--- src/hw/rtl/binary_cross_entropy_loss_unit_macros.svh ---
// Assertion macros shared by the binary cross-entropy loss RTL.
// Depends on signals named clk and rst_n in the module that uses them.
`ifndef BINARY_CROSS_ENTROPY_LOSS_UNIT_MACROS_SVH
`define BINARY_CROSS_ENTROPY_LOSS_UNIT_MACROS_SVH

// same-cycle implication
`define BCE_ASSERT_IMP(label, ante, cons) \
    label: assert property (@(posedge clk) disable iff (!rst_n) (ante) |-> (cons)) \
        else $error("bce assertion failed");

// next-cycle implication
`define BCE_ASSERT_NXT(label, ante, cons) \
    label: assert property (@(posedge clk) disable iff (!rst_n) (ante) |=> (cons)) \
        else $error("bce assertion failed");

`endif

--- src/hw/rtl/bce_pkg.sv ---
// Types and constants of the binary cross-entropy loss unit.
// No dependencies.
`timescale 1ns / 1ps
package bce_pkg;
    localparam int FRAC_BITS    = 16;
    localparam int IN_W         = 17;
    localparam int P_W          = 16;
    localparam int EPS_W        = 15;
    localparam int SUM_W        = 38;
    localparam int CNT_W        = 17;
    localparam int MEAN_W       = 20;
    localparam int LOG_W        = 20;
    localparam int MAX_ELEMENTS = 65536;
    localparam logic [IN_W-1:0] ONE = 17'h10000;
    localparam logic [27:0] LN2_Q28 = 28'd186065279;

    typedef struct packed {
        logic [IN_W-1:0] y;
        logic [P_W-1:0]  p;
        logic [P_W-1:0]  q;
        logic            last;
    } fifo_item_t;
endpackage

--- src/hw/rtl/bce_front.sv ---
// Front end: clip register, label saturation and prediction clipping.
// Depends on bce_pkg.
`timescale 1ns / 1ps
module bce_front import bce_pkg::*; (
    input  logic             clk,
    input  logic             rst_n,
    input  logic             cfg_write,
    input  logic [EPS_W-1:0] cfg_data,
    input  logic [IN_W-1:0]  label,
    input  logic [IN_W-1:0]  prediction,
    input  logic             last_item,
    output fifo_item_t       item
);
    logic [EPS_W-1:0] eps_reg;
    logic [IN_W-1:0]  eps;
    logic [IN_W-1:0]  p_clip;
    logic [IN_W-1:0]  q_full;

    always_ff @(posedge clk or negedge rst_n)
    begin
        if (!rst_n)
        begin
            eps_reg <= EPS_W'(1);
        end
        else if (cfg_write)
        begin
            eps_reg <= cfg_data;
        end
    end

    always_comb
    begin
        eps = (eps_reg == '0) ? IN_W'(1) : IN_W'(eps_reg);
        if (prediction < eps)
        begin
            p_clip = eps;
        end
        else if (prediction > ONE - eps)
        begin
            p_clip = ONE - eps;
        end
        else
        begin
            p_clip = prediction;
        end
        q_full    = ONE - p_clip;
        item.y    = (label > ONE) ? ONE : label;
        item.p    = p_clip[P_W-1:0];
        item.q    = q_full[P_W-1:0];
        item.last = last_item;
    end
endmodule

--- config.mk ---
export PLATFORM = sky130hd
export DESIGN_NAME = bce_front
export DESIGN_NICKNAME = d
export VERILOG_FILES = /design/src/hw/rtl/binary_cross_entropy_loss_unit_macros.svh /design/src/hw/rtl/bce_pkg.sv /design/src/hw/rtl/bce_front.sv
export SDC_FILE = /design/constraint.sdc
export NUM_CORES = 1
export LEC_CHECK = 0
export BUFFER_PORTS_ARGS = -buffer_cell sky130_fd_sc_hd__buf_2
export CORE_ASPECT_RATIO = 0.6
export CORE_MARGIN = 2
export CORE_UTILIZATION = 48
export CTS_CLUSTER_SIZE = 14
export DETAILED_ROUTE_END_ITERATION = 6
export PLACE_DENSITY = 0.8
export SYNTH_ARGS = -nofsm -noshare
export SYNTH_HDL_FRONTEND = slang
export SYNTH_SLANG_ARGS = --single-unit
export TNS_END_PERCENT = 100
--- constraint.sdc ---
create_clock -name clk -period 13.52 [get_ports clk]
set_input_delay 2.704 -clock clk [delete_from_list [all_inputs] [get_ports clk]]
set_output_delay 2.704 -clock clk [all_outputs]
set_load 0.02 [all_outputs]
Word-level counts from Yosys, hierarchy flattened
Index checks and enable logic that the tools add are counted.
{ "totals": {"elab_cells": 11, "out_inout_bits": 50, "register_bits": 15, "inputBits": 53} }
{ "op_classes": {"n_reduce_logical": 1, "add_sub_neg": 2, "n_lt_le_gt_ge": 3, "n_mux": 4} }
{ "ops": {"columns": ["op", "count"], "rows": [
  ["16-bit two-way mux", 2],
  ["17-bit greater-than comparator", 1],
  ["17-bit greater-than comparator, second input constant", 1],
  ["17-bit by 15-bit < comparator with 1-bit output", 1],
  ["17-bit two-way mux", 1],
  ["17-bit by 15-bit subtractor with 17-bit output, first input constant", 1],
  ["1-bit by 16-bit subtractor with 16-bit output, first input constant", 1],
  ["15-bit logical NOT", 1],
  ["15-bit two-way mux", 1]
]} }

Depth between registers and ports, before layout
Gate-level depths: netlist of the first run.
{ "logic_depth": {"depth_word": 7, "depth_mapped": 26, "mapped_depth_nobuf": 23} }

Worst setup path after synthesis of the first run
Ideal clock, no wire load.
{ "synth_path": {"kind": "in2out", "startpoint": "input prediction[16]", "endpoint": "output item[9] in the netlist's numbering", "t_required_ns": 10.816, "t_arrival_ns": 6.477, "slack_ns": 4.339, "n_path_buf": 2, "stages": 14, "path_cell_list": "ha_1 -> nand4_1 -> or3_4 -> or4_4 -> o221ai_2 -> nand2_1 -> clkbuf_1 -> a21oi_1 -> a21o_1 -> ha_1 -> or4b_1 -> buf_2 -> or3b_1 -> a21oi_1"} }
{ "synth_rtl": {"columns": ["item", "line_no", "rtl"], "rows": [
  ["start, declared", "bce_front.sv:10", "input logic [IN_W-1:0] prediction,"],
  ["end, declared", "bce_front.sv:12", "output fifo_item_t item"]
]} }

==> flow_metrics.py, run 1 <==
metrics = {
    "synth": {
        "synth_flop_cell": "dfrtp_1",
        "ys_types": 59,
        "seq_area_frac_synth_pct": 14.9,
        "synth-edff-count": 0,
        "synth-seq-cells": 15,
        "async_flop_share_pct": 100,
        "yosys_warnings": 0,
        "synthesis.area_sq_um": 2530,
        "avgSynthCellArea_sq_um": 7.24,
        "synth_cells": 350,
        "synth_nets": 436,
    },
    "place": {
        "gp_congestion": 0.967,
        "hpwl_mm": 6.78,
        "io_buffer_count": 100,
    },
    "routing": {
        "ant_nets": 0,
        "num_vias": 2999,
        "viasPerCell": 5.92,
        "drt-initial-drc-count": 277,
        "routed_wl_mm": 8.15,
        "wl_per_cell_microns": 16.1,
        "drtPass1Iterations": 5,
        "drc": 0,
    },
    "clock_network": {
        "clkSinkCount": 15,
        "cts_inserted_buffers": 3,
        "cts_setup_buffers": 0,
        "hold_buffers": 0,
        "cts_buffer_depth": 2,
        "h-tree-depth": 1,
        "worstSkewPairLatency_ps": 240,
        "root_buffer": "clkbuf_8",
        "post_cts_resized": 0,
        "clk_pin_slew_worst_paths_ps": 60,
        "cts_tree": "yes",
    },
    "global_route": {
        "gr-total-overflow": 0,
        "grt_max_degree": 30,
        "grt_pass1_vias": 2653,
        "grtUsageTotal_pct": 27.4,
        "grt_pass1_wl_mm": 12.8,
        "antenna_found_initial": 0,
    },
    "worst_setup_path": {
        "crit_fanout": 13,
        "critPathLaunchType": "flop",
        "reg2reg_depth": 2,
        "crit_type": "flop to output port",
        "required_ps": 10820,
        "cp_slowest_cell": "or4b_1",
        "end_kind": "output port",
        "critPathMostFrequentCell": "ha_1",
        "critical_path.max_stage_delay_ps": 610,
        "crit_chain": "nor4_1 > and3_1 > a21o_1 > inv_1 > ha_1 > or3b_2 > nor3_1 > nand3_1 > xnor2_1 > inv_1 > ha_1 > nand4_1 > or3_4 > or4_4 > o221ai_2 > nand2_1 > a21oi_1 > a21o_1 > ha_1 > or4b_1 > or3b_1 > a21oi_1 > buf_2",
        "critPathArrivalTime_ps": 7310,
        "reg2reg_setup_slack_ps": 12610,
    },
    "timing": {
        "worst_slew_pin_slew_ps": 1000,
        "fin_crit_sh_pct": 74.1,
        "fin_crit_ps": 10020,
        "slew_violations": 0,
        "relSlewSlack_pct": 32.9,
        "hold_viol": 0,
        "fmax_mhz": 99.8,
        "tns_ps": 0,
        "final-setup-viol-count": 0,
        "fin_skew_ps": 0,
        "rsz0062_at_grt": "false",
    },
    "finish": {
        "largest_register_ffs": 15,
        "area.growth.synth_to_final_pct": 22.3,
        "nets": 528,
        "drive_gt1_share_pct": 25.9,
        "fillers": 506,
        "diodes": 0,
    },
    "die": {
        "rows": 20,
        "ios": 103,
        "initial_core_util_pct": 49.9,
        "die_area_sq_um": 5900,
        "die_h_microns": 60.3,
        "fp.coreArea_sq_um": 5080,
        "die_w_microns": 97.8,
    },
    "power_and_ir_drop": {
        "peakVddDrop_v": 0.0000367,
        "p_per_area_nw_per_um2": 79.6,
        "leakagePower_nw": 1.45,
        "total_power_uw": 247,
    },
    "flow_run": {
        "cap_violations": 0,
    },
    "worst_hold_path": {
        "hold_path.class": "flop to flop",
        "whs_path_depth": 1,
    },
    "status": {
        "status": "finished, final reports clean",
    },
}
critical path: cells and delay by family, from the launching register on:
kind                     cells  cell delay (ps)
buffers and inverters        3              310
AND/OR/NAND/NOR             11             4160
adder cells (fa/ha/maj)      3              700
flip-flops                   1              450
AO/OA/AOI/OAI                5             1230
XOR/XNOR                     1              210
layout by cell type (no fill, tap or decap), drive strengths merged, types with 5 or more instances in the layout:
| cell | netlist | routed |
|---|---|---|
| a211oi | 7 | 7 |
| a21o | 5 | 5 |
| a21oi | 24 | 24 |
| buf | 5 | 101 |
| dfrtp | 14 | 14 |
| ha | 33 | 33 |
| inv | 26 | 26 |
| nand2 | 45 | 45 |
| nand3 | 6 | 6 |
| nand4 | 7 | 7 |
| nor2 | 23 | 23 |
| nor2b | 17 | 17 |
| nor3 | 11 | 11 |
| nor4 | 18 | 18 |
| o21ai | 27 | 27 |
| or3 | 5 | 5 |
| xnor2 | 18 | 18 |
stage by stage:
step | util [%] | instance area (sq um) | setup WS [ps] | hold WS [ps] | std cells
2_1_floorplan | - | 2530 | 4340 | 578 | 350
5_1_grt | 61.0 | 3100 | 3040 | 667 | 507
3_5_place_dp | 60.1 | 3060 | 3790 | 646 | 503
3_3_place_gp | 60.1 | 3060 | 3910 | 630 | 503
4_1_cts | 61.0 | 3100 | 3640 | 654 | 507
6_report | 61.0 | 3100 | 3500 | 650 | 507
per-layer routing:
layer / up-vias / wire [microns] / track usage (%)
met2: 167 / 3550 / 44.2
li1: 1465 / - / -
met4: 0 / 79 / 4.76
met1: 1355 / 3630 / 37.8
met3: 12 / 880 / 7.13
met5: - / 0 / 0
cells by family after synthesis:
group,share of synthesized area [%]
and+or+nand+nor,30.7
xor gates and xnor gates,6.91
buffers and inverters,6.61
DFF,14.9
muxes,1.23
other,0.148
AOI/OAI and AO/OA,23.2
adders and majority gates,16.3
path summary, 6_finish.rpt:
path                                         start                      to
max                        eps_reg[11]$_DFFE_PN0P_                 item[9]
min                         eps_reg[0]$_DFFE_PN1P_  eps_reg[0]$_DFFE_PN1P_
max reg2reg                 eps_reg[4]$_DFFE_PN0P_  eps_reg[4]$_DFFE_PN0P_
min reg2reg                 eps_reg[0]$_DFFE_PN1P_  eps_reg[0]$_DFFE_PN1P_
max in group asynchronous                    rst_n  eps_reg[0]$_DFFE_PN1P_
min in group asynchronous                    rst_n  eps_reg[1]$_DFFE_PN0P_
cell type report:
cell class                 count  area, sq um  share of cell area [%]
tap                           66         82.6                    2.66
multi-input combinational    295         1990                    64.2
inverter                      26         97.6                    3.15
timing repair buffer         101          508                    16.4
sequential                    15          377                    12.1
clock buffer                   4         45.0                    1.45
report_power, final:
group	switching [mW]	internal [mW]
logic	0.100	0.0564
clock network	0.0148	0.0209
registers	0.00549	0.0492
synthesized netlist by cell type, types with 3 or more instances:
master    number  area [sq um]
xnor2_1       18           158
o21ai_0       27           135
a31oi_1        4          25.0
nand4_1        7          43.8
or3_1          4          25.0
a21o_1         5          37.5
nor2_1        23          86.3
nor4_1        17           106
ha_1          33           413
nor2b_1       17           106
nand3_1        6          30.0
a21oi_1       24           120
clkbuf_1       9          33.8
inv_1         26          97.6
a211oi_1       6          45.0
nor3b_1        3          22.5
dfrtp_1       14           350
nand2_1       45           169
nor3_1        11          55.1
Power figures use the tool's default switching activity.
==> run 2: changes to the inputs <==
Settings changed: CORE_UTILIZATION 48 to 45, PLACE_DENSITY 0.8 to 0.78.
Clock period 13.52 ns to 9.21 ns, I/O delays scaled along.
==> run 2 against run 1 <==
Compared with the run above: via count about the same; wire length up 4.8%; largest power group unchanged; hold slack worse by 0.70 ps; power up 48%; first-iteration DRC count up 17%; clock skew unchanged; worst setup slack worse by 3000 ps.
==> flow_metrics.py, run 2 (synthesis results as in run 1) <==
metrics = {
    "status": {
        "status": "finished, final reports clean",
    },
    "worst_setup_path": {
        "crit_type": "flop to output port",
        "required_ps": 7370,
        "critPathArrivalTime_ps": 6840,
        "crit_fanout": 13,
        "end_kind": "output port",
        "critPathLaunchType": "flop",
    },
    "power_and_ir_drop": {
        "peakVddDrop_v": 0.000116,
        "p_per_area_nw_per_um2": 116,
        "leakagePower_nw": 1.46,
    },
    "timing": {
        "tns_ps": 0,
        "fin_skew_ps": 0,
        "worst_slew_pin_slew_ps": 946,
        "slew_violations": 0,
        "fin_crit_ps": 8680,
        "hold_viol": 0,
        "rsz0062_at_grt": "false",
        "fin_crit_sh_pct": 94.2,
        "fin_worst_hold_slack_ps": 649,
        "fmax_mhz": 115,
        "final-setup-viol-count": 0,
        "relSlewSlack_pct": 36.5,
    },
    "die": {
        "initial_core_util_pct": 46.2,
        "ios": 103,
        "rows": 21,
        "die_area_sq_um": 6270,
        "die_w_microns": 101,
        "die_h_microns": 62.1,
        "fp.coreArea_sq_um": 5490,
    },
    "clock_network": {
        "cts_buffer_depth": 2,
        "hold_buffers": 0,
        "clkSinkCount": 15,
        "clk_pin_slew_worst_paths_ps": 50,
        "worstSkewPairLatency_ps": 240,
        "root_buffer": "clkbuf_8",
        "cts_inserted_buffers": 3,
        "cts_tree": "yes",
        "h-tree-depth": 1,
    },
    "global_route": {
        "antenna_found_initial": 0,
        "gr-total-overflow": 0,
        "grt_max_degree": 30,
        "grt_pass1_wl_mm": 13.7,
        "grt_pass1_vias": 2662,
        "grtUsageTotal_pct": 27.3,
    },
    "place": {
        "gp_congestion": 0.978,
        "io_buffer_count": 100,
        "hpwl_mm": 7.24,
    },
    "routing": {
        "drt-initial-drc-count": 324,
        "routed_wl_mm": 8.54,
        "ant_nets": 0,
        "drc": 0,
        "wl_per_cell_microns": 16.7,
        "num_vias": 2997,
        "drtPass1Iterations": 5,
        "viasPerCell": 5.85,
    },
    "finish": {
        "final_cell_mix": "buf_2, nand2_1, ha_1",
        "fillers": 525,
        "nets": 530,
        "area.growth.synth_to_final_pct": 23.3,
        "diodes": 0,
        "drive_gt1_share_pct": 26.9,
        "mostFrequentLayoutCell": "buf_2",
        "post-route-util_pct": 56.9,
        "largest_register_ffs": 15,
    },
    "flow_run": {
        "cap_violations": 0,
    },
    "worst_hold_path": {
        "hold_path.class": "flop to flop",
    },
}
[run 2: changes by cell type in the layout (fill, tap and decap cells not counted), sizes merged]
cell,change
buf,+2
[run 2: critical path, stage by stage (launching register included)]
cell and delay (ps):
dfrtp_1 460, nor4_1 130, and3_1 260, a21o_1 240, inv_1 90, ha_1 170, or3b_2 560, nor3_1 340
nand3_1 140, xnor2_1 200, inv_1 70, ha_1 300, nand4_1 120, or3_4 430, or4_4 560, o221ai_2 390
nand2_2 260, a21oi_1 210, a21o_1 160, ha_1 200, or4b_1 560, or3b_1 400, a21oi_1 150, buf_2 180
[run 2: per-stage QoR]
stage               total power, mW  setup slack, ps  instances  instance area (sq um)
floorplan                     0.235             1210        350                   2530
global placement              0.306             1010        508                   3070
detailed placement            0.309              763        508                   3070
CTS                           0.362              465        512                   3120
global route                  0.394             86.2        512                   3130
finish                        0.364              531        512                   3130
[run 2: cell type report]
| class | count | area [sq um] | area share, % |
|---|---|---|---|
| Multi-Input combinational cell | 295 | 2000 | 63.9 |
| Sequential cell | 15 | 377 | 12.0 |
| Inverter | 26 | 97.6 | 3.12 |
| Timing Repair Buffer | 103 | 523 | 16.7 |
| Clock buffer | 4 | 45.0 | 1.44 |
| Tap cell | 69 | 86.3 | 2.76 |
[run 2: final timing paths]
| path | startpoint | end | slack [ps] | depth (start not counted) |
|---|---|---|---|---|
| hold reg to reg | eps_reg[0]$_DFFE_PN1P_ | eps_reg[0]$_DFFE_PN1P_ | 650 | 1 |
| setup / recovery | eps_reg[11]$_DFFE_PN0P_ | item[9] | 530 | 23 |
| setup reg to reg | eps_reg[11]$_DFFE_PN0P_ | eps_reg[11]$_DFFE_PN0P_ | 8310 | 2 |
| max in group asynchronous | rst_n | eps_reg[0]$_DFFE_PN1P_ | 7440 | 1 |
| min in group asynchronous | rst_n | eps_reg[10]$_DFFE_PN0P_ | 1490 | 1 |
| hold / removal | eps_reg[0]$_DFFE_PN1P_ | eps_reg[0]$_DFFE_PN1P_ | 650 | 1 |
[run 2: metal layers]
layer	vias up	track usage (%)	share of wire, %
met3	2	6.19	13
met2	164	35.8	38
met5	-	0	0
met4	0	3.89	0.43
met1	1360	45.1	49
li1	1471	-	-
[run 2: repair_timing]
action / 4_1_cts / 5_1_grt
endpoints found under the setup margin: 0 / 2
buffers inserted: 0 / 0
gates resized for setup: 0 / 3
[run 2: where the power goes]
group / switching (mW) / internal [mW] / total (mW)
logic: 0.150 / 0.0826 / 0.233
clock network: 0.0205 / 0.0306 / 0.0511
registers: 0.00810 / 0.0723 / 0.0804
==> run 3: changes to the inputs <==
Settings changed: PLACE_DENSITY 0.78 to 0.83.
==> run 3 against run 2 <==
Compared with the run above: global-route usage shrank 0.70 points; first-iteration DRC count increased by 10%; critical path depth is 4 lower; combinational power barely moved; worst setup slack lost 22 ps; cell area shrank 0.16%; hold slack better by 3.4 ps; sequential power about the same; wire length shrank 0.93%; cell count unchanged; power grew 0.63%.
==> flow_metrics.py, run 3 (synthesis results as in run 1) <==
metrics = {
    "power_and_ir_drop": {
        "p_int_uw": 185,
        "p_per_area_nw_per_um2": 117,
        "sequentialPowerShare_pct": 22.0,
        "swShare_pct": 49.4,
        "p_comb_share_pct": 63.5,
        "peakVddDrop_v": 0.000107,
        "power.share.clock_pct": 14.5,
        "power.net_switching_uw": 181,
        "leakagePower_nw": 1.46,
    },
    "routing": {
        "routed_wl_mm": 8.46,
        "drt-initial-drc-count": 357,
        "drtPass1Iterations": 7,
        "drc": 0,
        "num_vias": 3037,
        "ant_nets": 0,
        "wl_per_cell_microns": 16.5,
        "viasPerCell": 5.93,
    },
    "clock_network": {
        "cts_buffer_depth": 2,
        "root_buffer": "clkbuf_8",
        "h-tree-depth": 1,
        "cts_setup_buffers": 0,
        "clk_pin_slew_worst_paths_ps": 60,
        "hold_buffers": 0,
        "cts_inserted_buffers": 3,
        "post_cts_resized": 0,
        "clkSinkCount": 15,
        "worstSkewPairLatency_ps": 250,
        "cts_tree": "yes",
    },
    "timing": {
        "tns_ps": 0,
        "rsz0062_at_grt": "false",
        "final-setup-viol-count": 0,
        "fmax_mhz": 115,
        "fin_worst_hold_slack_ps": 653,
        "relSlewSlack_pct": 37.1,
        "hold_viol": 0,
        "slew_violations": 0,
        "fin_crit_sh_pct": 94.5,
        "fin_skew_ps": 0,
        "worst_slew_pin_slew_ps": 937,
        "fin_crit_ps": 8700,
    },
    "finish": {
        "drive_gt1_share_pct": 26.4,
        "fillers": 516,
        "fin_area_sq_um": 3120,
        "final_cell_mix": "buf_2, nand2_1, ha_1",
        "nets": 530,
        "area.growth.synth_to_final_pct": 23.1,
        "diodes": 0,
        "largest_register_ffs": 15,
        "mostFrequentLayoutCell": "buf_2",
    },
    "place": {
        "hpwl_mm": 7.06,
        "io_buffer_count": 100,
        "gp_congestion": 1.00,
        "dpl_cell_area_sq_um": 3070,
    },
    "die": {
        "initial_core_util_pct": 46.2,
        "die_area_sq_um": 6270,
        "die_w_microns": 101,
        "die_h_microns": 62.1,
        "rows": 21,
        "ios": 103,
        "fp.coreArea_sq_um": 5490,
    },
    "global_route": {
        "gr-total-overflow": 0,
        "grt_use_met2_pct": 36.9,
        "grt_pass1_wl_mm": 13.4,
        "busiest_layer": "met1",
        "grtUsageTotal_pct": 26.6,
        "grt_use_met3_pct": 5.86,
        "grt_max_degree": 30,
        "grt_pass1_vias": 2705,
        "met1_usage_pct": 42.0,
        "antenna_found_initial": 0,
    },
    "worst_setup_path": {
        "end_kind": "output port",
        "crit_fanout": 11,
        "critPathLaunchType": "flop",
        "crit_type": "flop to output port",
        "critPathArrivalTime_ps": 6860,
        "required_ps": 7370,
    },
    "worst_hold_path": {
        "hold_path.class": "flop to flop",
    },
    "status": {
        "status": "finished, final reports clean",
    },
    "flow_run": {
        "cap_violations": 0,
    },
}
-- run 3: layout make-up --
type	count	area, sq um	share of cell area (%)
Inverter	26	97.6	3.13
Clock buffer	4	45.0	1.44
Timing Repair Buffer	103	523	16.8
Multi-Input combinational cell	295	1990	63.8
Sequential cell	15	377	12.1
Tap cell	69	86.3	2.77
-- run 3: path summary, 6_finish.rpt --
kind,startpoint,end,slack (ps),cells after the start
setup / recovery,eps_reg[11]$_DFFE_PN0P_,item[9],510,19
setup reg to reg,eps_reg[5]$_DFFE_PN0P_,eps_reg[5]$_DFFE_PN0P_,8300,2
hold / removal,eps_reg[0]$_DFFE_PN1P_,eps_reg[0]$_DFFE_PN1P_,650,1
max in group asynchronous,rst_n,eps_reg[0]$_DFFE_PN1P_,7450,1
min in group asynchronous,rst_n,eps_reg[1]$_DFFE_PN0P_,1480,1
hold reg to reg,eps_reg[0]$_DFFE_PN1P_,eps_reg[0]$_DFFE_PN1P_,650,1
-- run 3: through the flow --
step | total power [mW] | setup WS [ps] | std cells | utilization (%)
3_3_place_gp | 0.304 | 1060 | 508 | 56.0
4_1_cts | 0.363 | 510 | 512 | 56.8
6_report | 0.367 | 509 | 512 | 56.8
5_1_grt | 0.392 | 88.1 | 512 | 56.8
2_1_floorplan | 0.235 | 1210 | 350 | -
3_5_place_dp | 0.309 | 794 | 508 | 56.0
-- run 3: worst max-delay path, stage by stage (launching register included) --
cell and delay (ps):
dfrtp_1 440, nor4_1 520, and3_1 340, a21o_1 210, inv_1 80, ha_1 210, or3b_2 300, nor3_1 90
xnor2_1 330, ha_1 330, nand4_1 170, o22ai_1 100, a2111oi_0 730, o221a_1 630, nor2_1 300, o311a_1 460
or4b_1 650, or3b_1 390, a21oi_1 140, buf_2 170
-- run 3: power groups by stage --
stage,sequential [mW],combinational (mW),clock [mW]
after CTS,0.0803,0.228,0.0538
after floorplan,0.0792,0.155,0
after detailed placement,0.0814,0.227,0
after global routing,0.0818,0.254,0.0562
after global placement,0.0806,0.223,0
final,0.0807,0.233,0.0530
-- run 3: metal layers --
layer,wire (microns),share of wire (%)
met5,0,0
met4,69,0.82
met3,1020,12
met2,3320,39
met1,4050,48
