## src/hw/rtl/binary_cross_entropy_loss_unit_macros.svh

```systemverilog
// Assertion macros shared by the binary cross-entropy loss RTL.
// Depends on signals named clk and rst_n in the module that uses them.
`ifndef BINARY_CROSS_ENTROPY_LOSS_UNIT_MACROS_SVH
`define BINARY_CROSS_ENTROPY_LOSS_UNIT_MACROS_SVH

// same-cycle implication
`define BCE_ASSERT_IMP(label, ante, cons) \
    label: assert property (@(posedge clk) disable iff (!rst_n) (ante) |-> (cons)) \
        else $error("bce assertion failed");

// next-cycle implication
`define BCE_ASSERT_NXT(label, ante, cons) \
    label: assert property (@(posedge clk) disable iff (!rst_n) (ante) |=> (cons)) \
        else $error("bce assertion failed");

`endif

```

## src/hw/rtl/bce_pkg.sv

```systemverilog
// Types and constants of the binary cross-entropy loss unit.
// No dependencies.
`timescale 1ns / 1ps
package bce_pkg;
    localparam int FRAC_BITS    = 16;
    localparam int IN_W         = 17;
    localparam int P_W          = 16;
    localparam int EPS_W        = 15;
    localparam int SUM_W        = 38;
    localparam int CNT_W        = 17;
    localparam int MEAN_W       = 20;
    localparam int LOG_W        = 20;
    localparam int MAX_ELEMENTS = 65536;
    localparam logic [IN_W-1:0] ONE = 17'h10000;
    localparam logic [27:0] LN2_Q28 = 28'd186065279;

    typedef struct packed {
        logic [IN_W-1:0] y;
        logic [P_W-1:0]  p;
        logic [P_W-1:0]  q;
        logic            last;
    } fifo_item_t;
endpackage

```

## src/hw/rtl/bce_fifo.sv

```systemverilog
// Short queue between front and back end.
// Depends on bce_pkg and the assertion macro header.
`timescale 1ns / 1ps
`include "binary_cross_entropy_loss_unit_macros.svh"
module bce_fifo import bce_pkg::*; (
    input  logic       clk,
    input  logic       rst_n,
    input  logic       wr,
    input  fifo_item_t wr_item,
    output logic       full,
    input  logic       rd,
    output fifo_item_t rd_item,
    output logic       empty
);
    localparam int DEPTH = 4;
    localparam int AW    = $clog2(DEPTH);

    fifo_item_t    mem [DEPTH];
    logic [AW-1:0] wptr_reg;
    logic [AW-1:0] rptr_reg;
    logic [AW:0]   cnt_reg;
    logic          do_wr;
    logic          do_rd;

    assign full    = (cnt_reg == (AW+1)'(DEPTH));
    assign empty   = (cnt_reg == '0);
    assign do_wr   = wr && !full;
    assign do_rd   = rd && !empty;
    assign rd_item = mem[rptr_reg];

    always_ff @(posedge clk)
    begin
        if (do_wr)
        begin
            mem[wptr_reg] <= wr_item;
        end
    end

    always_ff @(posedge clk or negedge rst_n)
    begin
        if (!rst_n)
        begin
            wptr_reg <= '0;
            rptr_reg <= '0;
            cnt_reg  <= '0;
        end
        else
        begin
            if (do_wr)
            begin
                wptr_reg <= wptr_reg + AW'(1);
            end
            if (do_rd)
            begin
                rptr_reg <= rptr_reg + AW'(1);
            end
            if (do_wr && !do_rd)
            begin
                cnt_reg <= cnt_reg + (AW+1)'(1);
            end
            else if (do_rd && !do_wr)
            begin
                cnt_reg <= cnt_reg - (AW+1)'(1);
            end
        end
    end

    `BCE_ASSERT_IMP(a_cnt_bound, 1'b1, cnt_reg <= (AW+1)'(DEPTH))
    `BCE_ASSERT_NXT(a_cnt_up, do_wr && !do_rd, cnt_reg == $past(cnt_reg) + (AW+1)'(1))
endmodule

```

## config.mk

```make
export PLATFORM = sky130hd
export DESIGN_NAME = bce_fifo
export DESIGN_NICKNAME = d
export VERILOG_FILES = /design/src/hw/rtl/bce_pkg.sv /design/src/hw/rtl/bce_fifo.sv
export VERILOG_INCLUDE_DIRS = /design/src /design/src/hw/rtl
export SDC_FILE = /design/constraint.sdc
export NUM_CORES = 1
export LEC_CHECK = 0
export CORE_ASPECT_RATIO = 1.75
export CORE_UTILIZATION = 40
export DETAILED_ROUTE_END_ITERATION = 12
export DONT_BUFFER_PORTS = 1
export PLACE_DENSITY = 0.58
export SLEW_MARGIN = 40
export SYNTH_ARGS = -nofsm -noshare
export SYNTH_HDL_FRONTEND = slang
export SYNTH_SLANG_ARGS = --single-unit
export TNS_END_PERCENT = 5
```

## constraint.sdc

```tcl
create_clock -name clk -period 2.39 [get_ports clk]
set_clock_uncertainty 0.1 [all_clocks]
set_input_delay 0.1195 -clock clk [delete_from_list [all_inputs] [get_ports clk]]
set_output_delay 0.1195 -clock clk [all_outputs]
set_load 0.03 [all_outputs]
```

# Word-level counts from Yosys, hierarchy flattened
# Memories as Yosys holds them, arrays and structs flattened.
# Cells that the tools add are included.
# totals
n_memories	1
mem_bits_rw	200
register_bits	7
rom_bits	0
inputBits	54
latch_bits	0
elab_cells	23
# classes
n_addsub	4
shift	0
div	0
magnitude_cmp	0
mul	0
n_reduce_logical	10
eq_ne	1
bitwise	0
n_mux	4
# memory_table
name	words	word_bits	read_ports	rd_clocked_by_memory_dff	wr	line	source
mem	4	50	1	0	1	bce_fifo.sv:18	fifo_item_t mem [DEPTH];
# op_table
op	n
3-bit two-way mux	2
2-bit by 1-bit adder with 2-bit output (second input constant)	2
1-bit logical AND	4
1-bit logical NOT	4
3-bit by 1-bit adder with 3-bit output (second input constant)	1
3-bit == test (second input constant)	1
3-bit logical NOT	1
3-bit by 1-bit subtractor with 3-bit output (second input constant)	1
1-bit two-way mux	2
2-bit nonzero test	1

# Depth between registers and ports, before layout
# Gate-level depths: netlist (run 1).
# logic_depth
depth_word	7
depth_mapped	9

# Worst setup path after synthesis (run 1)
# OpenSTA, ideal clock, no wires.
# synth_timing
path_type	flip-flop to flip-flop
from	register cnt_reg[2]
to	memory mem[2][0] in the netlist's numbering, enable pin
synth_period_minus_slack_ns	2.592
arrival_time_ns	2.079
n_path_buf	1
stages_incl_launch_ff	5
t_required_ns	1.877
slack_ns	-0.202
path_cell_list	dfrtp_1 -> nor3b_2 -> nor2b_1 -> buf_6 -> and2_1
# synth_between
elab_chain_cells	5
# synth_lines
element	line	source
start, declared	bce_fifo.sv:21	logic [AW:0] cnt_reg;
start signal, assigned	bce_fifo.sv:59	cnt_reg <= cnt_reg + (AW+1)'(1);
start signal, assigned	bce_fifo.sv:63	cnt_reg <= cnt_reg - (AW+1)'(1);
3-bit == test	bce_fifo.sv:25	assign full = (cnt_reg == (AW+1)'(DEPTH));
via full	bce_fifo.sv:10	output logic full,
1-bit logical NOT	bce_fifo.sv:27	assign do_wr = wr && !full;
1-bit logical AND	bce_fifo.sv:27	
via do_wr	bce_fifo.sv:22	logic do_wr;
1-bit two-way mux	bce_fifo.sv:33	if (do_wr)
1-bit two-way mux (implied by the code)	bce_fifo.sv:35	mem[wptr_reg] <= wr_item;
end, declared	bce_fifo.sv:18	
# The timed path passes the listed nets, and every way through them passes these cells.

==> results.md, run 1 <==
- Critical Path Start Type: flop
- DR vias/cell: 5.15
- Clock transition at the registers of the reported paths: 0.06 ns
- Top post-synthesis cells by area: edfxtp_1 78%, mux4_2 14%, dfrtp_1 2.3%
- Synth top cells by count: 200 x edfxtp_1, 48 x mux4_2, 7 x dfrtp_1
- Final setup fails: 0
- H-tree lvl count: 1
- Antenna Nets Post-Route: 0
- Num CTS Buffers: 19
- DR pass1 iterations: 4
- Top_reg_cell synth: edfxtp_1
- Post-Syn Area: 7700 um^2
- Core ar.: 18700 um^2
- Filler cell count: 1487
- Worst path top cell family by delay: multiplexers
- Largest net degree at the start of global routing: 39
- Synth async-reset ratio: 3.38%
- DR WL/cell: 21.7 um
- Top-count cell post-synth: edfxtp_1
- Grt ovf: 0
- Fin crit share: 93.7%
- Final Hold Fails: 0
- DR iter-0 viols: 91
- Routed WL: 13600 um
- Post-synth EDFFs: 200
- Syn_nets: 358
- Post-Synthesis Cells: 298
- Status: finished, final reports clean
- Initial antenna violation count: 2
- Slew headroom: 66.0%
- Via count: 3230
- Total track usage: 14.1%
- RSZ-0062 raised after global routing: false
- Critical-path cell list: buf_4, mux4_2
- Yosys top cell area share: 77.9%
- DIE AREA: 19800 um^2
- Worst hold slack: 0.259 ns
- Fmax: 446 MHz
- Top fanout value on the critical path: 11
- Worst Hold Launch: wr_item[35]
- Crit. Startpoint: rptr_reg[0]
- Vias in the first global route: 3569
- Setup TNS Final: 0 ns
- Static Leak: 3.00 nW
- Yosys reg bits: 207
- Worst Tran Pin Value: 0.510 ns
- First-pass GRT wire length: 20600 um
- Synth area leader: edfxtp_1
- Layout cells sized above 1: 25.8%
- Buf/Inv on CP: 1
- Worst R2R Start: cnt_reg[0]
- Hpwl dp: 8500 um
- Critical path arrival: 2.02 ns
- Power per Cell Area: 1290 nW/um^2
- Synth unique cells: 22
- P&R area growth vs syn: 19.8%
- Critical path class: flop to output pin
- Worst path required time: 2.17 ns
- Effective utilization at floorplan: 41.1%
- Clk sinks: 207
- Io pins: 106
- Chip Height: 186 um
- Placer Congestion: 0.686
- Min cycle time layout: 2.24 ns
- Max stage delay on crit path: 0.65 ns
- Warnings, synthesis: 0
- Peak VDD IR: 641 uV
- Critical-path top delay cell: mux4_2
- Avg Cell Area, Syn: 25.9 um^2
- Die X-Extent: 107 um
- Final nets: 436
- Worst Hold Class: primary input to flop
- Worst-skew pair later-pin latency: 0.47 ns
- MaxCap Viol Count: 0
- Slew Viols, Final: 0
- Clock tree from TritonCTS: done
- Register area share after synthesis: 80.2%
- DRC errors left: 0
- CP Capture Type: output pin
- Num rows: 66
- I/O Buffers: 0
- Max clock buf depth: 3
- CTS Root Buffer Type: clkbuf_16
- Max reg flops: 200
## cell families after synthesis
family | count (synthesis) | share of synthesized area, %
XOR/XNOR | 6 | 0.682
adder cells (fa/ha/maj) | 6 | 1.07
flip-flops | 207 | 80.2
buffers and inverters | 17 | 2.16
AND/OR/NAND/NOR | 10 | 0.812
multiplexers | 52 | 15.1
## cells in the final DEF, fill, tap and decap left out, types with 2 or more instances in the layout
master,n
edfxtp_1,200
dlygate4sd3_1,54
mux4_2,48
clkbuf_16,19
buf_4,9
buf_12,7
ha_1,5
clkinv_1,5
dfrtp_1,5
inv_1,4
and2_2,4
xnor2_1,4
clkinv_2,4
bufinv_16,3
mux4_1,2
xor2_1,2
## cell type report
class / instances / area [um^2] / share of cell area [%]
tap: 238 / 298 / 3.23
sequential: 207 / 6190 / 67.0
clock buffer: 20 / 479 / 5.19
timing repair buffer: 70 / 748 / 8.11
inverter: 4 / 15.0 / 0.163
antenna: 1 / 2.50 / 0.0271
multi-input combinational: 74 / 1360 / 14.8
clock inverter: 13 / 138 / 1.49
## report_power, final
part           internal, mW  leakage, nW  switching, mW
combinational          1.36        0.786           2.54
sequential             4.80         1.91          0.235
clock                  1.78        0.305           1.21
total                  7.94         3.00           3.99
## path summary, 6_finish.rpt
kind,endpoint,slack (ns),cells past startpoint
setup / recovery,rd_item[41],0.15,2
hold / removal,mem[1][35],0.26,1
setup reg to reg,cnt_reg[2],0.15,8
hold reg to reg,cnt_reg[2],0.42,1
max in group asynchronous,rptr_reg[0],1.47,2
min in group asynchronous,rptr_reg[0],0.43,2
## metrics by stage
| stage | util [%] | power (mW) | worst slack (ns) | instances | cell area (um^2) |
|---|---|---|---|---|---|
| 5_1_grt | 49.2 | 12.5 | 0.00364 | 627 | 9230 |
| 3_3_place_gp | 43.0 | 8.97 | 0.259 | 539 | 8070 |
| 2_1_floorplan | - | 8.32 | -0.202 | 298 | 7710 |
| 4_1_cts | 49.2 | 12.2 | 0.0768 | 626 | 9230 |
| 3_5_place_dp | 43.0 | 9.06 | 0.162 | 539 | 8070 |
| 6_report | 49.2 | 11.9 | 0.150 | 627 | 9230 |
## worst reg2reg max path: stages (launching register included)
cell     delay, ns
dfrtp_1       0.44
or3_1         0.44
nand2_1       0.12
ha_1          0.19
inv_1         0.06
fa_1          0.37
xor2_1        0.15
nor2_1        0.12
xor2_1        0.17
## what timing repair did
item,CTS,global route
hold endpoints to repair,211,0
hold buffers,54,0
gates resized for setup,0,0
buffers inserted,0,0
## routing by layer
metal / up-vias / global-route usage [%] / routed length (um)
met3: 19 / 3.05 / 688
met1: 1704 / 15.3 / 4860
met5: - / 0 / 17
li1: 1415 / - / -
met2: 90 / 27.0 / 7820
met4: 2 / 4.60 / 238
Power figures use the tool's default switching activity.
==> run 2, diff against run 1 <==
- CORE_UTILIZATION: 40 -> 56
- PLACE_DENSITY: 0.58 -> 0.76
==> run 2 against run 1 <==
Fmax is 0.12% higher. Clock power is essentially flat. Die area is 28% lower. Total power up 0.40%. Routed wire length down 5.1%.
==> results.md, run 2 (synthesis gave the netlist of run 1 again) <==
- Status: finished, final reports clean
- Die X-Extent: 90.7 um
- R2R depth: 8
- Grt ovf: 0
- Antenna Nets Post-Route: 0
- Routed WL: 12900 um
- Switching part of the total: 33.2%
- DRC errors left: 0
- Num CTS Buffers: 19
- Io pins: 106
- Worst Tran Pin Value: 0.417 ns
- Critical path class: flop to flop
- Critical path arrival: 2.53 ns
- R2r setup slk: 0.15 ns
- R2R Path End: cnt_reg[2]
- DIE AREA: 14300 um^2
- Worst-skew pair later-pin latency: 0.47 ns
- WHS Path Cells: 3
- Post-route design area: 9160 um^2
- First-pass GRT wire length: 19700 um
- Num rows: 56
- Setup TNS Final: 0 ns
- Max clock buf depth: 3
- Psw: 3.97 mW
- CP Capture Type: flop
- Internal power: 8.00 mW
- Worst Hold Class: primary input to flop
- DR WL/cell: 22.9 um
- Clock power frac: 24.8%
- Largest net degree at the start of global routing: 42
- Final Hold Fails: 0
- Worst R2R Start: cnt_reg[0]
- Pwr Total: 12.0 mW
- RSZ-0062 raised after global routing: false
- I/O Buffers: 0
- Most common cell after layout, fill and taps aside: edfxtp_1
- Power per Cell Area: 1310 nW/um^2
- Hpwl dp: 8050 um
- MaxCap Viol Count: 0
- Initial antenna violation count: 1
- Critical-path top delay cell: dfrtp_2
- Fmax: 447 MHz
- Core ar.: 13400 um^2
- Most frequent cell on the critical path: xor2_1
- Slew headroom: 72.2%
- Static Leak: 3.01 nW
- Worst Hold Launch: wr
- Critical-path cell list: or3_1, nand2_1, ha_2, inv_1, fa_1, xor2_1, nor2_1, xor2_1
- Placed inst area: 7960 um^2
- Sequential power share: 42.5%
- Clock tree from TritonCTS: done
- Worst path required time: 2.68 ns
- Post-route setup slack: 0.152 ns
- Top fanout value on the critical path: 4
- Critical Path Start Type: flop
- Gate power share: 32.8%
- Final setup fails: 0
- Final nets: 440
- Total track usage: 18.9%
- Effective utilization at floorplan: 57.6%
- Setup WS pre-CTS: 0.172 ns
- Worst hold slack: 0.0133 ns
- Max reg flops: 200
- Min cycle time layout: 2.24 ns
- Vias in the first global route: 3545
- Peak VDD IR: 958 uV
- Layout cells sized above 1: 27.5%
- Max stage delay on crit path: 0.45 ns
- Clock transition at the registers of the reported paths: 0.06 ns
- Slew Viols, Final: 0
- CTS Root Buffer Type: clkbuf_16
- Placer Congestion: 0.725
- DR vias/cell: 5.77
- Worst Hold Endpoint: wptr_reg[0]
- DR iter-0 viols: 212
- Commonest cells after routing, fill and taps aside: 200 x edfxtp_1, 53 x dlygate4sd3_1, 48 x mux4_2
- Via count: 3255
- H-tree lvl count: 1
- Chip Height: 157 um
- P&R area growth vs syn: 18.9%
- Fin crit share: 93.6%
- Clk sinks: 207
- DR pass1 iterations: 4
- Filler cell count: 830
run 2: how the worst max path moves through the flow:
| stage | startpoint | end | slack, ns | cells past startpoint |
|---|---|---|---|---|
| after detailed placement | cnt_reg[0] | cnt_reg[2] | 0.17 | 8 |
| after global routing | cnt_reg[0] | cnt_reg[2] | 0.02 | 8 |
| after global placement | cnt_reg[0] | cnt_reg[2] | 0.25 | 8 |
| final | cnt_reg[0] | cnt_reg[2] | 0.15 | 8 |
| after CTS | rptr_reg[0] | rd_item[3] | 0.04 | 2 |
| after floorplan | cnt_reg[2] | mem[3][0] | -0.20 | 4 |
run 2: stage by stage:
stage	util [%]	cells
finish	68.5	564
global route	68.5	564
floorplan	-	298
detailed placement	59.5	473
global placement	59.5	473
CTS	68.0	556
run 2: layout make-up:
| cell class | count | area, um^2 | area share (%) |
|---|---|---|---|
| Antenna cell | 1 | 2.50 | 0.0273 |
| Clock buffer | 20 | 479 | 5.23 |
| Clock inverter | 10 | 133 | 1.45 |
| Inverter | 4 | 15.0 | 0.164 |
| Multi-Input combinational cell | 74 | 1370 | 14.9 |
| Sequential cell | 207 | 6190 | 67.5 |
| Tap cell | 174 | 218 | 2.38 |
| Timing Repair Buffer | 74 | 763 | 8.33 |
run 2: what timing repair did:
action,in CTS,in global routing
hold buffers,53,0
resized for setup,0,2
setup endpoints to repair,0,2
setup buffers,0,7
hold endpoints to repair,210,0
run 2: power by group through the flow:
stage / registers [mW] / clock network (mW) / logic (mW)
finish: 5.08 / 2.97 / 3.92
global route: 5.15 / 3.15 / 4.15
CTS: 5.14 / 3.02 / 3.88
detailed placement: 5.22 / 0 / 3.75
global placement: 5.15 / 0 / 3.71
floorplan: 5.02 / 0 / 3.30
run 2: metal layers:
layer	up-vias	part of all wire, %	GRT usage, %
li1	1417	-	-
met1	1709	34	20.7
met2	94	56	34.9
met3	35	5.5	3.96
met4	0	3.8	8.53
met5	-	0	0
run 2: worst max-delay path: cells and delay by family (launching register included):
| kind | cells | cell delay (ns) |
|---|---|---|
| XOR/XNOR | 2 | 0.30 |
| adder cells (fa/ha/maj) | 2 | 0.57 |
| buffers and inverters | 1 | 0.06 |
| flip-flops | 1 | 0.45 |
| AND/OR/NAND/NOR | 3 | 0.69 |
==> run 3, diff against run 2 <==
- CORE_UTILIZATION: 56 -> 59
- CTS_BUF_LIST: not set -> sky130_fd_sc_hd__clkbuf_8
- PLACE_DENSITY: 0.76 -> 0.8
==> run 3 against run 2 <==
Global-route usage up 0.74 points. Register-to-register slack worse by 0.05 ns. Non-clock buffer count down 7. Clock-buffer cell count up 9. Design area down 1.6%. Largest cell class unchanged. Largest power group unchanged. Highest routed layer unchanged.
==> results.md, run 3 (synthesis gave the netlist of run 1 again) <==
- Layout cells sized above 1: 26.1%
- DR WL/cell: 22.2 um
- Min cycle time layout: 2.28 ns
- Critical-path top delay cell: dfrtp_1
- Num CTS Buffers: 28
- Antenna Nets Post-Route: 0
- Worst-skew pair later-pin latency: 0.52 ns
- Fin crit share: 95.6%
- Crit. Startpoint: cnt_reg[0]
- Top fanout value on the critical path: 4
- Critical path depth in cells: 8
- Post-route non-filler standard cell count: 567
- Initial antenna violation count: 0
- Worst Tran Pin Value: 0.458 ns
- Max reg flops: 200
- CTS Root Buffer Type: clkbuf_8
- Final Hold Fails: 0
- Worst setup path endpoint: cnt_reg[2]
- Static Leak: 2.99 nW
- DRC errors left: 0
- Core ar.: 12600 um^2
- Pwr Total: 11.3 mW
- I/O Buffers: 0
- Placer Congestion: 0.752
- Fmax: 438 MHz
- Antenna cells: 0
- Chip Height: 153 um
- Hpwl dp: 7460 um
- Switching part of the total: 34.4%
- Critical Path Start Type: flop
- Critical path class: flop to flop
- Commonest cells after routing, fill and taps aside: 200 x edfxtp_1, 54 x dlygate4sd3_1, 48 x mux4_2
- Max clock buf depth: 3
- Psw: 3.88 mW
- Vias in the first global route: 3604
- H-tree lvl count: 1
- Clock tree from TritonCTS: done
- Worst R2R Start: cnt_reg[0]
- DIE AREA: 13500 um^2
- Largest net degree at the start of global routing: 51
- Slew headroom: 69.5%
- Clock transition at the registers of the reported paths: 0.06 ns
- Setup TNS Final: 0 ns
- Sequential power share: 45.0%
- First-pass GRT wire length: 19400 um
- Max stage delay on crit path: 0.44 ns
- R2R Path End: cnt_reg[2]
- Clk sinks: 207
- Effective utilization at floorplan: 61.3%
- Num rows: 54
- Total track usage: 19.6%
- Status: finished, final reports clean
- Worst Hold Class: primary input to flop
- Clock power frac: 20.9%
- DR iter-0 viols: 157
- Final nets: 442
- Die X-Extent: 88.4 um
- Most common cell after layout, fill and taps aside: edfxtp_1
- Gate power share: 34.0%
- CP Capture Type: flop
- Filler cell count: 770
- Final setup fails: 0
- Placed Instances: 464
- Grt ovf: 0
- Worst path required time: 2.73 ns
- Io pins: 106
- DR vias/cell: 5.73
- MaxCap Viol Count: 0
- Buf/Inv on CP: 1
- Peak VDD IR: 694 uV
- Post-route design area: 9010 um^2
- Placed inst area: 7960 um^2
- Power per Cell Area: 1250 nW/um^2
- R2R depth: 8
- Critical path arrival: 2.63 ns
- Most frequent cell on the critical path: xor2_1
- RSZ-0062 raised after global routing: false
- Critical-path cell list: or3_4, nand2_1, ha_1, inv_1, fa_1, xor2_1, nor2_1, xor2_1
- R2r setup slk: 0.11 ns
- Worst path top cell family by delay: simple AND/OR/NAND/NOR gates
- Internal power: 7.42 mW
- Via count: 3248
- Routed WL: 12600 um
- Worst hold slack: 0.203 ns
- DR pass1 iterations: 4
- P&R area growth vs syn: 17.0%
- Slew Viols, Final: 0
[run 3: changes by cell type in the layout (fill, tap and decap cells not counted), sizes merged, moves of 2 or more]
cell,delta
clkbuf,+9
buf,-8
inv,+10
bufinv,-2
[run 3: what timing repair did]
action	CTS	global route
pin swaps	0	0
hold buffers	54	0
endpoints found under the hold margin	213	0
resized for setup	0	1
cloned	0	0
setup buffers	2	0
endpoints found under the setup margin	1	1
[run 3: cell type report]
type | instances | area (um^2) | area share (%)
tap | 168 | 210 | 2.33
inverter | 4 | 15.0 | 0.167
clock buffer | 29 | 399 | 4.43
multi-input combinational | 74 | 1370 | 15.2
timing repair buffer | 67 | 738 | 8.19
sequential | 207 | 6190 | 68.6
clock inverter | 18 | 97.6 | 1.08
[run 3: worst min-delay path by stage]
| stage | start | to | cells after the start |
|---|---|---|---|
| final | wr_item[30] | mem[1][30] | 1 |
| after CTS | wr_item[30] | mem[1][30] | 1 |
| after floorplan | rst_n | cnt_reg[0] | 0 |
| after global placement | rst_n | cnt_reg[0] | 0 |
| after global routing | wr_item[29] | mem[2][29] | 1 |
| after detailed placement | rst_n | cnt_reg[0] | 0 |
[run 3: stage by stage]
stage | utilization (%) | setup slack, ns
3_5_place_dp | 63.3 | 0.0853
4_1_cts | 71.7 | 0.0655
3_3_place_gp | 63.3 | 0.270
5_1_grt | 71.7 | 0.0180
2_1_floorplan | - | -0.202
6_report | 71.7 | 0.105
[run 3: power by group through the flow]
stage | clock [mW] | sequential (mW) | combinational (mW)
final | 2.37 | 5.09 | 3.84
after global routing | 2.57 | 5.16 | 4.05
after CTS | 2.43 | 5.10 | 3.92
after detailed placement | 0 | 5.24 | 3.72
after global placement | 0 | 5.18 | 3.65
after floorplan | 0 | 5.02 | 3.30
[run 3: routing by layer]
layer | track usage, % | vias to the layer above | share of wire [%] | wire (um)
li1 | - | 1426 | - | -
met1 | 22.3 | 1692 | 36 | 4510
met2 | 35.1 | 105 | 56 | 7090
met3 | 4.10 | 25 | 5.0 | 635
met4 | 7.91 | 0 | 2.7 | 346
met5 | 0 | - | 0 | 0
